==> src/rtl/afe_pkg.sv <==
package afe_pkg;

   localparam int TIME_WIDTH_DEF  = 24;
   localparam int DELTA_WIDTH_DEF = 16;

   localparam int REG_W      = 24;
   localparam int MODE_W     = 2;
   localparam int ALPHA_W    = 8;
   localparam int PHASE_W    = 3;
   localparam int REQ_W      = 2;
   localparam int CSR_ADDR_W = 4;
   localparam int PROD_W     = REG_W + ALPHA_W;
   localparam int STEP_W     = $clog2(ALPHA_W);

   localparam logic [ALPHA_W-1:0] ALPHA_OPAQUE = '1;
   localparam logic [ALPHA_W-1:0] ALPHA_CLEAR  = '0;

   // register map
   localparam logic [CSR_ADDR_W-1:0] CSR_FADE_MODE = 4'd0;
   localparam logic [CSR_ADDR_W-1:0] CSR_HOLD      = 4'd1;
   localparam logic [CSR_ADDR_W-1:0] CSR_FADE_IN   = 4'd2;
   localparam logic [CSR_ADDR_W-1:0] CSR_FADE_OUT  = 4'd3;

   // fade modes
   localparam logic [MODE_W-1:0] MODE_IN_HOLD  = 2'd0;
   localparam logic [MODE_W-1:0] MODE_HOLD_OUT = 2'd1;
   localparam logic [MODE_W-1:0] MODE_FULL     = 2'd2;

   typedef enum logic [REQ_W-1:0] {
      REQ_TICK  = 2'd0,
      REQ_PLAY  = 2'd1,
      REQ_RESET = 2'd2
   } req_code_type;

   typedef enum logic [PHASE_W-1:0] {
      PH_IDLE = 3'd0,
      PH_IN   = 3'd1,
      PH_HOLD = 3'd2,
      PH_OUT  = 3'd3,
      PH_FIN  = 3'd4
   } phase_type;

   typedef enum logic [2:0] {
      CS_IDLE,
      CS_SUM,
      CS_DECIDE,
      CS_DIV,
      CS_WRITE
   } ctl_state_type;

   typedef enum logic [1:0] {
      DV_IDLE,
      DV_PREP,
      DV_RUN
   } div_state_type;

   typedef struct packed {
      logic [MODE_W-1:0] mode;
      logic [REG_W-1:0]  hold;
      logic [REG_W-1:0]  fade_in;
      logic [REG_W-1:0]  fade_out;
   } cfg_type;

   typedef struct packed {
      logic             start;
      logic [REG_W-1:0] num;
      logic [REG_W-1:0] den;
   } div_req_type;

   typedef struct packed {
      logic               done;
      logic [ALPHA_W-1:0] quot;
   } div_rsp_type;

endpackage

==> src/rtl/afe_if.sv <==
interface afe_req_if #(
   parameter int DELTA_WIDTH = afe_pkg::DELTA_WIDTH_DEF
);
   import afe_pkg::*;

   logic                   valid;
   logic                   ready;
   logic [REQ_W-1:0]       req_type;
   logic [DELTA_WIDTH-1:0] delta_ticks;

   modport source (output valid, output req_type, output delta_ticks, input ready);
   modport sink   (input valid, input req_type, input delta_ticks, output ready);
endinterface

interface afe_rsp_if;
   import afe_pkg::*;

   logic               valid;
   logic               ready;
   logic [ALPHA_W-1:0] alpha;
   logic [PHASE_W-1:0] phase;
   logic               done_res;

   modport source (output valid, output alpha, output phase, output done_res, input ready);
   modport sink   (input valid, input alpha, input phase, input done_res, output ready);
endinterface

interface afe_csr_if;
   import afe_pkg::*;

   logic                  valid;
   logic                  ready;
   logic [CSR_ADDR_W-1:0] index;
   logic [REG_W-1:0]      data;

   modport source (output valid, output index, output data, input ready);
   modport sink   (input valid, input index, input data, output ready);
endinterface

==> src/rtl/alpha_fade_envelope_unit.sv <==
// Alpha fade envelope: fade in/hold, hold/fade out or fade in/hold/fade out,
// driven by play, reset and tick requests, one response beat per request.
// A request that needs no alpha division (play, reset, fade end, hold) goes
// through the sum, decide and write states after accept: sum adds the elapsed
// time, decide compares against the duration, write loads the response. A tick
// inside a fade goes from decide to the restoring divider, which runs a setup
// state and a bit loop over the eight quotient bits on floor(255*e/d) for a
// fade in or floor(255*(d-e)/d) for a fade out; the div state takes the
// quotient and write loads the response. The request side is not ready while
// an item is in flight, so no new request is taken before the last is through;
// it is ready again once the response is loaded, later while the previous beat
// still waits in the response register. Configuration writes are accepted
// every cycle and must only be issued while no request is in flight.
module alpha_fade_envelope_unit #(
   parameter int TIME_WIDTH  = afe_pkg::TIME_WIDTH_DEF,
   parameter int DELTA_WIDTH = afe_pkg::DELTA_WIDTH_DEF
) (
   input logic       clock,
   input logic       reset,
   afe_req_if.sink   req_bus,
   afe_rsp_if.source rsp_bus,
   afe_csr_if.sink   csr_bus
);
   import afe_pkg::*;

   logic [MODE_W-1:0] mode_ff, mode_in;
   logic [REG_W-1:0]  hold_ff, hold_in;
   logic [REG_W-1:0]  fade_in_ff, fade_in_in;
   logic [REG_W-1:0]  fade_out_ff, fade_out_in;
   cfg_type           cfg;
   div_req_type       div_req;
   div_rsp_type       div_rsp;

   always_ff @(posedge clock) begin
      if (reset) begin
         mode_ff     <= '0;
         hold_ff     <= '0;
         fade_in_ff  <= '0;
         fade_out_ff <= '0;
      end else begin
         mode_ff     <= mode_in;
         hold_ff     <= hold_in;
         fade_in_ff  <= fade_in_in;
         fade_out_ff <= fade_out_in;
      end
   end

   always_comb begin
      mode_in     = mode_ff;
      hold_in     = hold_ff;
      fade_in_in  = fade_in_ff;
      fade_out_in = fade_out_ff;
      if (csr_bus.valid) begin
         case (csr_bus.index)
            CSR_FADE_MODE: mode_in     = csr_bus.data[MODE_W-1:0];
            CSR_HOLD:      hold_in     = csr_bus.data;
            CSR_FADE_IN:   fade_in_in  = csr_bus.data;
            CSR_FADE_OUT:  fade_out_in = csr_bus.data;
            default: ;
         endcase
      end
   end

   assign csr_bus.ready = 1'b1;

   assign cfg.mode     = mode_ff;
   assign cfg.hold     = hold_ff;
   assign cfg.fade_in  = fade_in_ff;
   assign cfg.fade_out = fade_out_ff;

   afe_ctrl #(
      .TIME_WIDTH  (TIME_WIDTH),
      .DELTA_WIDTH (DELTA_WIDTH)
   ) u_ctrl (
      .clock   (clock),
      .reset   (reset),
      .cfg     (cfg),
      .req_bus (req_bus),
      .rsp_bus (rsp_bus),
      .div_req (div_req),
      .div_rsp (div_rsp)
   );

   afe_div u_div (
      .clock   (clock),
      .reset   (reset),
      .div_req (div_req),
      .div_rsp (div_rsp)
   );

endmodule

==> src/rtl/afe_div.sv <==
// Restoring divider, one quotient bit per cycle: quot = floor(255*num/den).
// Requires num <= den, so the quotient fits in eight bits.
module afe_div (
   input  logic                 clock,
   input  logic                 reset,
   input  afe_pkg::div_req_type div_req,
   output afe_pkg::div_rsp_type div_rsp
);
   import afe_pkg::*;

   div_state_type        state_ff, state_in;
   logic [REG_W-1:0]     num_ff, num_in;
   logic [REG_W-1:0]     den_ff, den_in;
   logic [REG_W-1:0]     rem_ff, rem_in;
   logic [ALPHA_W-1:0]   lo_ff, lo_in;
   logic [STEP_W-1:0]    cnt_ff, cnt_in;
   logic                 done_ff, done_in;
   logic [PROD_W-1:0]    prod;
   logic [REG_W:0]       trial;
   logic [REG_W+1:0]     diff;

   always_ff @(posedge clock) begin
      if (reset) begin
         state_ff <= DV_IDLE;
         done_ff  <= 1'b0;
      end else begin
         state_ff <= state_in;
         done_ff  <= done_in;
      end
      num_ff <= num_in;
      den_ff <= den_in;
      rem_ff <= rem_in;
      lo_ff  <= lo_in;
      cnt_ff <= cnt_in;
   end

   // 255*x as (x << 8) - x
   assign prod  = {num_ff, {ALPHA_W{1'b0}}} - PROD_W'(num_ff);
   assign trial = {rem_ff, lo_ff[ALPHA_W-1]};
   assign diff  = (REG_W+2)'(trial) - (REG_W+2)'(den_ff);

   always_comb begin
      state_in = state_ff;
      num_in   = num_ff;
      den_in   = den_ff;
      rem_in   = rem_ff;
      lo_in    = lo_ff;
      cnt_in   = cnt_ff;
      done_in  = 1'b0;
      case (state_ff)
         DV_IDLE: begin
            if (div_req.start) begin
               num_in   = div_req.num;
               den_in   = div_req.den;
               state_in = DV_PREP;
            end
         end
         DV_PREP: begin
            // upper part is already below den since 255*num < 256*den
            rem_in   = prod[PROD_W-1:ALPHA_W];
            lo_in    = prod[ALPHA_W-1:0];
            cnt_in   = STEP_W'(ALPHA_W - 1);
            state_in = DV_RUN;
         end
         DV_RUN: begin
            // quotient bits shift in behind the dividend bits
            rem_in = diff[REG_W+1] ? trial[REG_W-1:0] : diff[REG_W-1:0];
            lo_in  = {lo_ff[ALPHA_W-2:0], ~diff[REG_W+1]};
            cnt_in = cnt_ff - 1'b1;
            if (cnt_ff == '0) begin
               done_in  = 1'b1;
               state_in = DV_IDLE;
            end
         end
         default: state_in = DV_IDLE;
      endcase
   end

   assign div_rsp.done = done_ff;
   assign div_rsp.quot = lo_ff;

endmodule

==> src/rtl/afe_ctrl.sv <==
// Envelope sequencer: elapsed add, limit compare, phase update, then hands
// the alpha ratio to the divider inside a fade and registers the result beat.
module afe_ctrl #(
   parameter int TIME_WIDTH  = afe_pkg::TIME_WIDTH_DEF,
   parameter int DELTA_WIDTH = afe_pkg::DELTA_WIDTH_DEF
) (
   input  logic                 clock,
   input  logic                 reset,
   input  afe_pkg::cfg_type     cfg,
   afe_req_if.sink              req_bus,
   afe_rsp_if.source            rsp_bus,
   output afe_pkg::div_req_type div_req,
   input  afe_pkg::div_rsp_type div_rsp
);
   import afe_pkg::*;

   localparam int SUM_W = (TIME_WIDTH > DELTA_WIDTH ? TIME_WIDTH : DELTA_WIDTH) + 1;
   localparam int CMP_W = SUM_W > REG_W ? SUM_W : REG_W;

   ctl_state_type          state_ff, state_in;
   phase_type              phase_ff, phase_in;
   logic [TIME_WIDTH-1:0]  fade_el_ff, fade_el_in;
   logic [TIME_WIDTH-1:0]  hold_el_ff, hold_el_in;
   logic [ALPHA_W-1:0]     alpha_ff, alpha_in;
   req_code_type           req_ff, req_in;
   logic [DELTA_WIDTH-1:0] delta_ff, delta_in;
   logic [SUM_W-1:0]       sum_ff, sum_in;
   logic                   done_ff, done_in;
   logic                   rsp_valid_ff, rsp_valid_in;
   logic [ALPHA_W-1:0]     rsp_alpha_ff, rsp_alpha_in;
   logic [PHASE_W-1:0]     rsp_phase_ff, rsp_phase_in;
   logic                   rsp_done_ff, rsp_done_in;

   logic [REG_W-1:0]       limit;
   logic [CMP_W-1:0]       sum_ext;
   logic [CMP_W:0]         diff;
   logic                   reached;
   logic [TIME_WIDTH-1:0]  sum_sat;
   logic                   begin_hold;
   logic                   leave_hold;

   always_ff @(posedge clock) begin
      if (reset) begin
         state_ff     <= CS_IDLE;
         phase_ff     <= PH_IDLE;
         fade_el_ff   <= '0;
         hold_el_ff   <= '0;
         alpha_ff     <= ALPHA_OPAQUE;
         rsp_valid_ff <= 1'b0;
      end else begin
         state_ff     <= state_in;
         phase_ff     <= phase_in;
         fade_el_ff   <= fade_el_in;
         hold_el_ff   <= hold_el_in;
         alpha_ff     <= alpha_in;
         rsp_valid_ff <= rsp_valid_in;
      end
      req_ff       <= req_in;
      delta_ff     <= delta_in;
      sum_ff       <= sum_in;
      done_ff      <= done_in;
      rsp_alpha_ff <= rsp_alpha_in;
      rsp_phase_ff <= rsp_phase_in;
      rsp_done_ff  <= rsp_done_in;
   end

   always_comb begin
      case (phase_ff)
         PH_IN:   limit = cfg.fade_in;
         PH_OUT:  limit = cfg.fade_out;
         default: limit = cfg.hold;
      endcase
   end

   // sum >= limit when limit - sum is zero or negative
   assign sum_ext = CMP_W'(sum_ff);
   assign diff    = (CMP_W+1)'(limit) - (CMP_W+1)'(sum_ext);
   assign reached = diff[CMP_W] || (diff == '0);
   assign sum_sat = (sum_ff[SUM_W-1:TIME_WIDTH] != '0) ? '1 : sum_ff[TIME_WIDTH-1:0];

   always_comb begin
      state_in     = state_ff;
      phase_in     = phase_ff;
      fade_el_in   = fade_el_ff;
      hold_el_in   = hold_el_ff;
      alpha_in     = alpha_ff;
      req_in       = req_ff;
      delta_in     = delta_ff;
      sum_in       = sum_ff;
      done_in      = done_ff;
      rsp_valid_in = rsp_valid_ff && !rsp_bus.ready;
      rsp_alpha_in = rsp_alpha_ff;
      rsp_phase_in = rsp_phase_ff;
      rsp_done_in  = rsp_done_ff;
      div_req      = '0;
      begin_hold   = 1'b0;
      leave_hold   = 1'b0;

      case (state_ff)
         CS_IDLE: begin
            if (req_bus.valid) begin
               req_in   = req_code_type'(req_bus.req_type);
               delta_in = req_bus.delta_ticks;
               state_in = CS_SUM;
            end
         end
         CS_SUM: begin
            sum_in = SUM_W'(phase_ff == PH_HOLD ? hold_el_ff : fade_el_ff)
                   + SUM_W'(delta_ff);
            state_in = CS_DECIDE;
         end
         CS_DECIDE: begin
            state_in = CS_WRITE;
            case (req_ff)
               REQ_PLAY: begin
                  fade_el_in = '0;
                  if (cfg.mode == MODE_IN_HOLD || cfg.mode == MODE_FULL) begin
                     alpha_in = ALPHA_CLEAR;
                     phase_in = PH_IN;
                  end else if (cfg.mode == MODE_HOLD_OUT) begin
                     alpha_in   = ALPHA_OPAQUE;
                     begin_hold = 1'b1;
                  end
               end
               REQ_RESET: begin
                  phase_in   = PH_IDLE;
                  fade_el_in = '0;
                  hold_el_in = '0;
                  alpha_in   = ALPHA_OPAQUE;
               end
               REQ_TICK: begin
                  case (phase_ff)
                     PH_IN: begin
                        if (reached) begin
                           fade_el_in = '0;
                           alpha_in   = ALPHA_OPAQUE;
                           begin_hold = 1'b1;
                        end else begin
                           fade_el_in    = sum_sat;
                           div_req.start = 1'b1;
                           div_req.num   = sum_ext[REG_W-1:0];
                           div_req.den   = cfg.fade_in;
                           state_in      = CS_DIV;
                        end
                     end
                     PH_HOLD: begin
                        hold_el_in = sum_sat;
                        leave_hold = reached;
                     end
                     PH_OUT: begin
                        fade_el_in = sum_sat;
                        if (reached) begin
                           alpha_in = ALPHA_CLEAR;
                           phase_in = PH_FIN;
                        end else begin
                           div_req.start = 1'b1;
                           div_req.num   = diff[REG_W-1:0];
                           div_req.den   = cfg.fade_out;
                           state_in      = CS_DIV;
                        end
                     end
                     default: ;
                  endcase
               end
               default: ;
            endcase

            if (begin_hold) begin
               if (cfg.hold == '0) begin
                  leave_hold = 1'b1;
               end else begin
                  hold_el_in = '0;
                  phase_in   = PH_HOLD;
               end
            end
            // mode 3 leaves the phase where it is
            if (leave_hold) begin
               if (cfg.mode == MODE_IN_HOLD) begin
                  phase_in = PH_FIN;
               end else if (cfg.mode == MODE_HOLD_OUT || cfg.mode == MODE_FULL) begin
                  fade_el_in = '0;
                  phase_in   = PH_OUT;
               end
            end
            done_in = (phase_in == PH_FIN) && (phase_ff != PH_FIN);
         end
         CS_DIV: begin
            if (div_rsp.done) begin
               alpha_in = div_rsp.quot;
               state_in = CS_WRITE;
            end
         end
         CS_WRITE: begin
            if (!rsp_valid_ff || rsp_bus.ready) begin
               rsp_valid_in = 1'b1;
               rsp_alpha_in = alpha_ff;
               rsp_phase_in = phase_ff;
               rsp_done_in  = done_ff;
               state_in     = CS_IDLE;
            end
         end
         default: state_in = CS_IDLE;
      endcase
   end

   assign req_bus.ready    = (state_ff == CS_IDLE);
   assign rsp_bus.valid    = rsp_valid_ff;
   assign rsp_bus.alpha    = rsp_alpha_ff;
   assign rsp_bus.phase    = rsp_phase_ff;
   assign rsp_bus.done_res = rsp_done_ff;

endmodule

==> src/flat_wrapper.sv <==
// flat-port wrapper written by rule: the top's interface ports become plain ports
module alpha_fade_envelope_unit_flat import afe_pkg::*;
#(
   parameter int TIME_WIDTH  = afe_pkg::TIME_WIDTH_DEF,
   parameter int DELTA_WIDTH = afe_pkg::DELTA_WIDTH_DEF
)
  (clock, reset, req_bus_valid, req_bus_req_type, req_bus_delta_ticks, req_bus_ready, rsp_bus_valid, rsp_bus_alpha, rsp_bus_phase, rsp_bus_done_res, rsp_bus_ready, csr_bus_valid, csr_bus_index, csr_bus_data, csr_bus_ready);
  afe_req_if #(.DELTA_WIDTH(DELTA_WIDTH)) req_bus_i ();
  afe_rsp_if rsp_bus_i ();
  afe_csr_if csr_bus_i ();
  input logic clock;
  input logic reset;
  input wire logic [$bits(req_bus_i.valid)-1:0] req_bus_valid;
  input wire logic [$bits(req_bus_i.req_type)-1:0] req_bus_req_type;
  input wire logic [$bits(req_bus_i.delta_ticks)-1:0] req_bus_delta_ticks;
  output wire logic [$bits(req_bus_i.ready)-1:0] req_bus_ready;
  output wire logic [$bits(rsp_bus_i.valid)-1:0] rsp_bus_valid;
  output wire logic [$bits(rsp_bus_i.alpha)-1:0] rsp_bus_alpha;
  output wire logic [$bits(rsp_bus_i.phase)-1:0] rsp_bus_phase;
  output wire logic [$bits(rsp_bus_i.done_res)-1:0] rsp_bus_done_res;
  input wire logic [$bits(rsp_bus_i.ready)-1:0] rsp_bus_ready;
  input wire logic [$bits(csr_bus_i.valid)-1:0] csr_bus_valid;
  input wire logic [$bits(csr_bus_i.index)-1:0] csr_bus_index;
  input wire logic [$bits(csr_bus_i.data)-1:0] csr_bus_data;
  output wire logic [$bits(csr_bus_i.ready)-1:0] csr_bus_ready;
  assign req_bus_i.valid = req_bus_valid;
  assign req_bus_i.req_type = req_bus_req_type;
  assign req_bus_i.delta_ticks = req_bus_delta_ticks;
  assign req_bus_ready = req_bus_i.ready;
  assign rsp_bus_valid = rsp_bus_i.valid;
  assign rsp_bus_alpha = rsp_bus_i.alpha;
  assign rsp_bus_phase = rsp_bus_i.phase;
  assign rsp_bus_done_res = rsp_bus_i.done_res;
  assign rsp_bus_i.ready = rsp_bus_ready;
  assign csr_bus_i.valid = csr_bus_valid;
  assign csr_bus_i.index = csr_bus_index;
  assign csr_bus_i.data = csr_bus_data;
  assign csr_bus_ready = csr_bus_i.ready;
  alpha_fade_envelope_unit #(.TIME_WIDTH(TIME_WIDTH), .DELTA_WIDTH(DELTA_WIDTH)) u_core (.clock(clock), .reset(reset), .req_bus(req_bus_i), .rsp_bus(rsp_bus_i), .csr_bus(csr_bus_i));
endmodule
==> config.mk <==
export PLATFORM = sky130hd
export DESIGN_NAME = alpha_fade_envelope_unit_flat
export DESIGN_NICKNAME = d
export VERILOG_FILES = /design/src/rtl/afe_pkg.sv /design/src/rtl/afe_if.sv /design/src/rtl/alpha_fade_envelope_unit.sv /design/src/rtl/afe_div.sv /design/src/rtl/afe_ctrl.sv /design/src/flat_wrapper.sv
export SDC_FILE = /design/constraint.sdc
export NUM_CORES = 1
export LEC_CHECK = 0
export BUFFER_PORTS_ARGS = -buffer_cell sky130_fd_sc_hd__buf_4
export CORE_ASPECT_RATIO = 0.6
export CORE_UTILIZATION = 30
export DETAILED_ROUTE_END_ITERATION = 7
export PLACE_DENSITY = 0.57
export SYNTH_ARGS = -nofsm -noshare
export SYNTH_HDL_FRONTEND = slang
export SYNTH_SLANG_ARGS = --single-unit
export TNS_END_PERCENT = 30
==> constraint.sdc <==
create_clock -name clock -period 12.3 [get_ports clock]
set_input_delay 1.23 -clock clock [delete_from_list [all_inputs] [get_ports clock]]
set_output_delay 1.23 -clock clock [all_outputs]
set_load 0.005 [all_outputs]
==> out/results.ini <==
[logic_synthesis]
yosysUniqueCellTypes=79
yosysSeqAreaShare_pct=42.41
ys.flop_type=dfxtp_1
syn_nets=2019
synth_edf_count=139
yosys_warnings=0
syn_inst=1875
ys_seq_elements=279
syn_area_per_cell_um2=8.774
async_flop_share_pct=0
syn_area_um2=16450

[pwr]
cell_internal_pwr_mw=1.516
clkPwrFrac_pct=42.9
p_leak_nw=6.660
total_power_mw=2.033
ir_drop_uv=84.38
switchingPower_mw=0.5176
powerDensity_nw_per_um2=109.8
pwr-share-comb_pct=8.1
swShare_pct=25.46
p_seq_share_pct=49.1

[cts]
clk_pin_slew_ns=0.07
clockBufferDepth=3
postCtsSetupBuffers=0
clock_latency_ns=0.59
hold_buffers=0
numCtsBuffers=28
cts_tree=done
cts_repair_resize_count=0
cts_max_level=1
clkSinkCount=279
cts_root_buf=clkbuf_16

[timing]
finalSetupViolCount=0
timing_worst_slew_pin_value_ns=1.214
hold_viol=0
clock_skew_ns=0.03031
clock.fmax_mhz=165.4
grt_setup_unrepaired=false
slew_headroom_pct=18.86
fin_crit_ns=6.044
slew_violations=0
finalCritPeriodShare_pct=49.14
tns_ns=0

[worst_setup_path]
arrival_ns=6.43
worstPathRequired_ns=12.69
crit_fanout=60
worstSetupPathType=reg2reg
rr_startpoint=u_core.u_ctrl.phase_ff[1]$_SDFFE_PP0N_
end_kind=flip-flop
setup.worst_path.start=u_core.u_ctrl.phase_ff[1]$_SDFFE_PP0N_
start_kind=flip-flop

[route]
routed_wl_um=50240
viasPerCell=5.289
wl_per_cell_um=19.14
drc=1
first_pass_iters=7
drt-initial-drc-count=1380
vias=13880
antenna_left=0

[global_routing]
antenna_found_initial=0
met2_usage_pct=23.63
gr-usage-all-layers_pct=17.66
grt_max_degree=94
gr-usage-met3_pct=4.761
met1_usage_pct=27.69
grt_pass1_wl_um=76860
grt_most_used_layer=met1
grt_pass1_vias=12910
grt.overflow.total=0

[floorplan]
rows=66
core_um2=54170
start_util_pct=30.37
num_io_pins=66
die_w_um=304.3
die_height_um=183.4
dieArea_um2=55810

[flow_run]
drv_cap=0

[place]
portBuffers=64
routabilityCongestion=0.9336
place_hpwl_um=37400

[min_path]
hp-class=reg2reg
min_from=u_core.u_ctrl.done_ff$_DFFE_PN_

[finish]
insertedDiodeCount=0
fillers=5595
area_growth_pct=12.54
drive_gt1_share_pct=8.844
nNetsFinal=2033

[run_status]
violations=DRC
status=finished with violations

## power by group through the flow
stage | Sequential [mW] | Clock (mW) | Combinational, mW
after CTS | 0.998 | 0.890 | 0.162
after floorplan | 1.01 | 0 | 0.107
final | 0.998 | 0.871 | 0.164
after detailed placement | 1.02 | 0 | 0.161
after global routing | 0.999 | 0.925 | 0.178
after global placement | 1.02 | 0 | 0.161
## cell families (layout without fill, tap and decap cells)
group           count (synthesis)  in the layout  share of synthesized area, %
simple gates                  623            623                         16.86
compound gates                525            525                         20.70
flops                         279            279                         42.41
buf+inv                       222            258                         5.308
fa+ha+maj                      93             93                         7.210
xor+xnor                       77             77                         4.099
mux                            55             55                         3.392
other cells                     1              1                       0.02279
## cell type report
class	instances	area, µm²	share of cell area (%)
multi-input combinational	1374	8653	46.74
sequential	279	6978	37.69
tap	714	893.4	4.825
clock buffer	34	775.7	4.190
timing repair buffer	79	593.1	3.203
inverter	127	476.7	2.575
clock inverter	18	145.1	0.7839
## critical path, stage by stage, from the launching register on
cell and delay (ns):
dfxtp_2 0.31, buf_4 0.72, mux2i_1 0.32, nand2_1 0.09, o21ai_0 0.12, ha_1 0.20
inv_1 0.06, fa_1 0.43, a21oi_1 0.32, o221ai_2 0.24, a21boi_2 0.29, nor3_1 0.14
o41ai_1 0.70, o22ai_1 0.19, nor3_1 0.33, nand2_2 0.19, o31a_1 0.36, o22ai_4 0.63
a311oi_1 0.21
## registers in the layout, indices dropped and copies added, names as in the netlist, 3 cells and up
register / flops
u_core.u_ctrl.phase_ff: 3
u_core.u_ctrl.alpha_ff: 8
u_core.u_div.cnt_ff: 3
u_core.fade_in_ff: 24
u_core.u_ctrl.rsp_bus.alpha: 8
u_core.u_div.rem_ff: 24
u_core.u_ctrl.state_ff: 3
u_core.u_div.lo_ff: 8
u_core.u_ctrl.rsp_bus.phase: 3
u_core.fade_out_ff: 24
u_core.u_ctrl.fade_el_ff: 24
u_core.u_ctrl.sum_ext: 25
u_core.u_div.num_ff: 24
u_core.u_div.den_ff: 24
u_core.hold_ff: 24
u_core.u_ctrl.delta_ff: 16
u_core.u_ctrl.hold_el_ff: 24
## final timing paths
check	end	slack [ns]	depth (start not counted)
max	u_core.u_ctrl.hold_el_ff[0]$_SDFFE_PP0N_	6.26	18
min	u_core.u_ctrl.rsp_bus.done_res$_DFFE_PP_	0.43	0
max reg2reg	u_core.u_ctrl.hold_el_ff[0]$_SDFFE_PP0N_	6.26	18
min reg2reg	u_core.u_ctrl.rsp_bus.done_res$_DFFE_PP_	0.43	0
## synth_stat cells (all sizes together), types with 5 or more instances
| master | n | area share [%] |
|---|---|---|
| a21boi | 10 | 0.48 |
| o311ai | 7 | 0.37 |
| o31ai | 7 | 0.32 |
| a21o | 27 | 1.2 |
| nand2b | 12 | 0.46 |
| o31a | 5 | 0.27 |
| and2 | 10 | 0.38 |
| o211ai | 11 | 0.50 |
| a211oi | 21 | 1.0 |
| nand3 | 35 | 1.1 |
| a211o | 9 | 0.48 |
| clkbuf | 76 | 1.7 |
| o21ai | 88 | 2.7 |
| a311oi | 27 | 1.4 |
| or2 | 8 | 0.30 |
| nor2 | 184 | 4.2 |
| nand4 | 16 | 0.61 |
| nand2 | 240 | 5.5 |
| o32ai | 24 | 1.3 |
| or3 | 12 | 0.46 |
| dfxtp | 140 | 17 |
| a31oi | 14 | 0.53 |
| a31o | 8 | 0.43 |
| edfxtp | 139 | 25 |
| mux2i | 49 | 3.0 |
| ha | 90 | 6.8 |
| nor4 | 9 | 0.38 |
| o22ai | 6 | 0.31 |
| nor2b | 38 | 1.4 |
| nor3 | 38 | 1.2 |
| and3 | 9 | 0.34 |
| mux2 | 6 | 0.41 |
| a21oi | 205 | 6.2 |
| buf | 19 | 0.67 |
| xor2 | 29 | 1.5 |
| o21a | 16 | 0.73 |
| xnor2 | 48 | 2.6 |
| inv | 126 | 2.9 |
## layout by cell type (no fill, tap or decap), drive strengths merged, types with 38 or more instances in the layout
| cell type | synthesis | routed |
|---|---|---|
| o21ai | 88 | 88 |
| edfxtp | 139 | 139 |
| inv | 126 | 128 |
| a21oi | 205 | 205 |
| nand2 | 240 | 240 |
| ha | 90 | 90 |
| dfxtp | 140 | 140 |
| nor2b | 38 | 38 |
| nor3 | 38 | 38 |
| buf | 19 | 79 |
| nor2 | 184 | 184 |
| xnor2 | 48 | 48 |
| mux2i | 49 | 49 |
## stage by stage
step,utilization [%],instances,hold slack (ns),worst slack [ns],area [µm²]
after floorplan,-,1875,0.4003,5.766,16450
after global placement,32.48,2573,0.4036,6.493,17590
after detailed placement,32.48,2573,0.4160,6.446,17590
after CTS,34.18,2625,0.4310,6.406,18520
after global routing,34.18,2625,0.4383,5.814,18520
final,34.18,2625,0.4275,6.256,18520
## metal layers
layer	vias to the layer above	wire length (µm)	share of wire, %
li1	6741	-	-
met1	6656	26090	52
met4	2	734	1.5
met2	431	19080	38
met3	53	4288	8.5
met5	-	55	0.11
(Power assumes the default switching activity.)
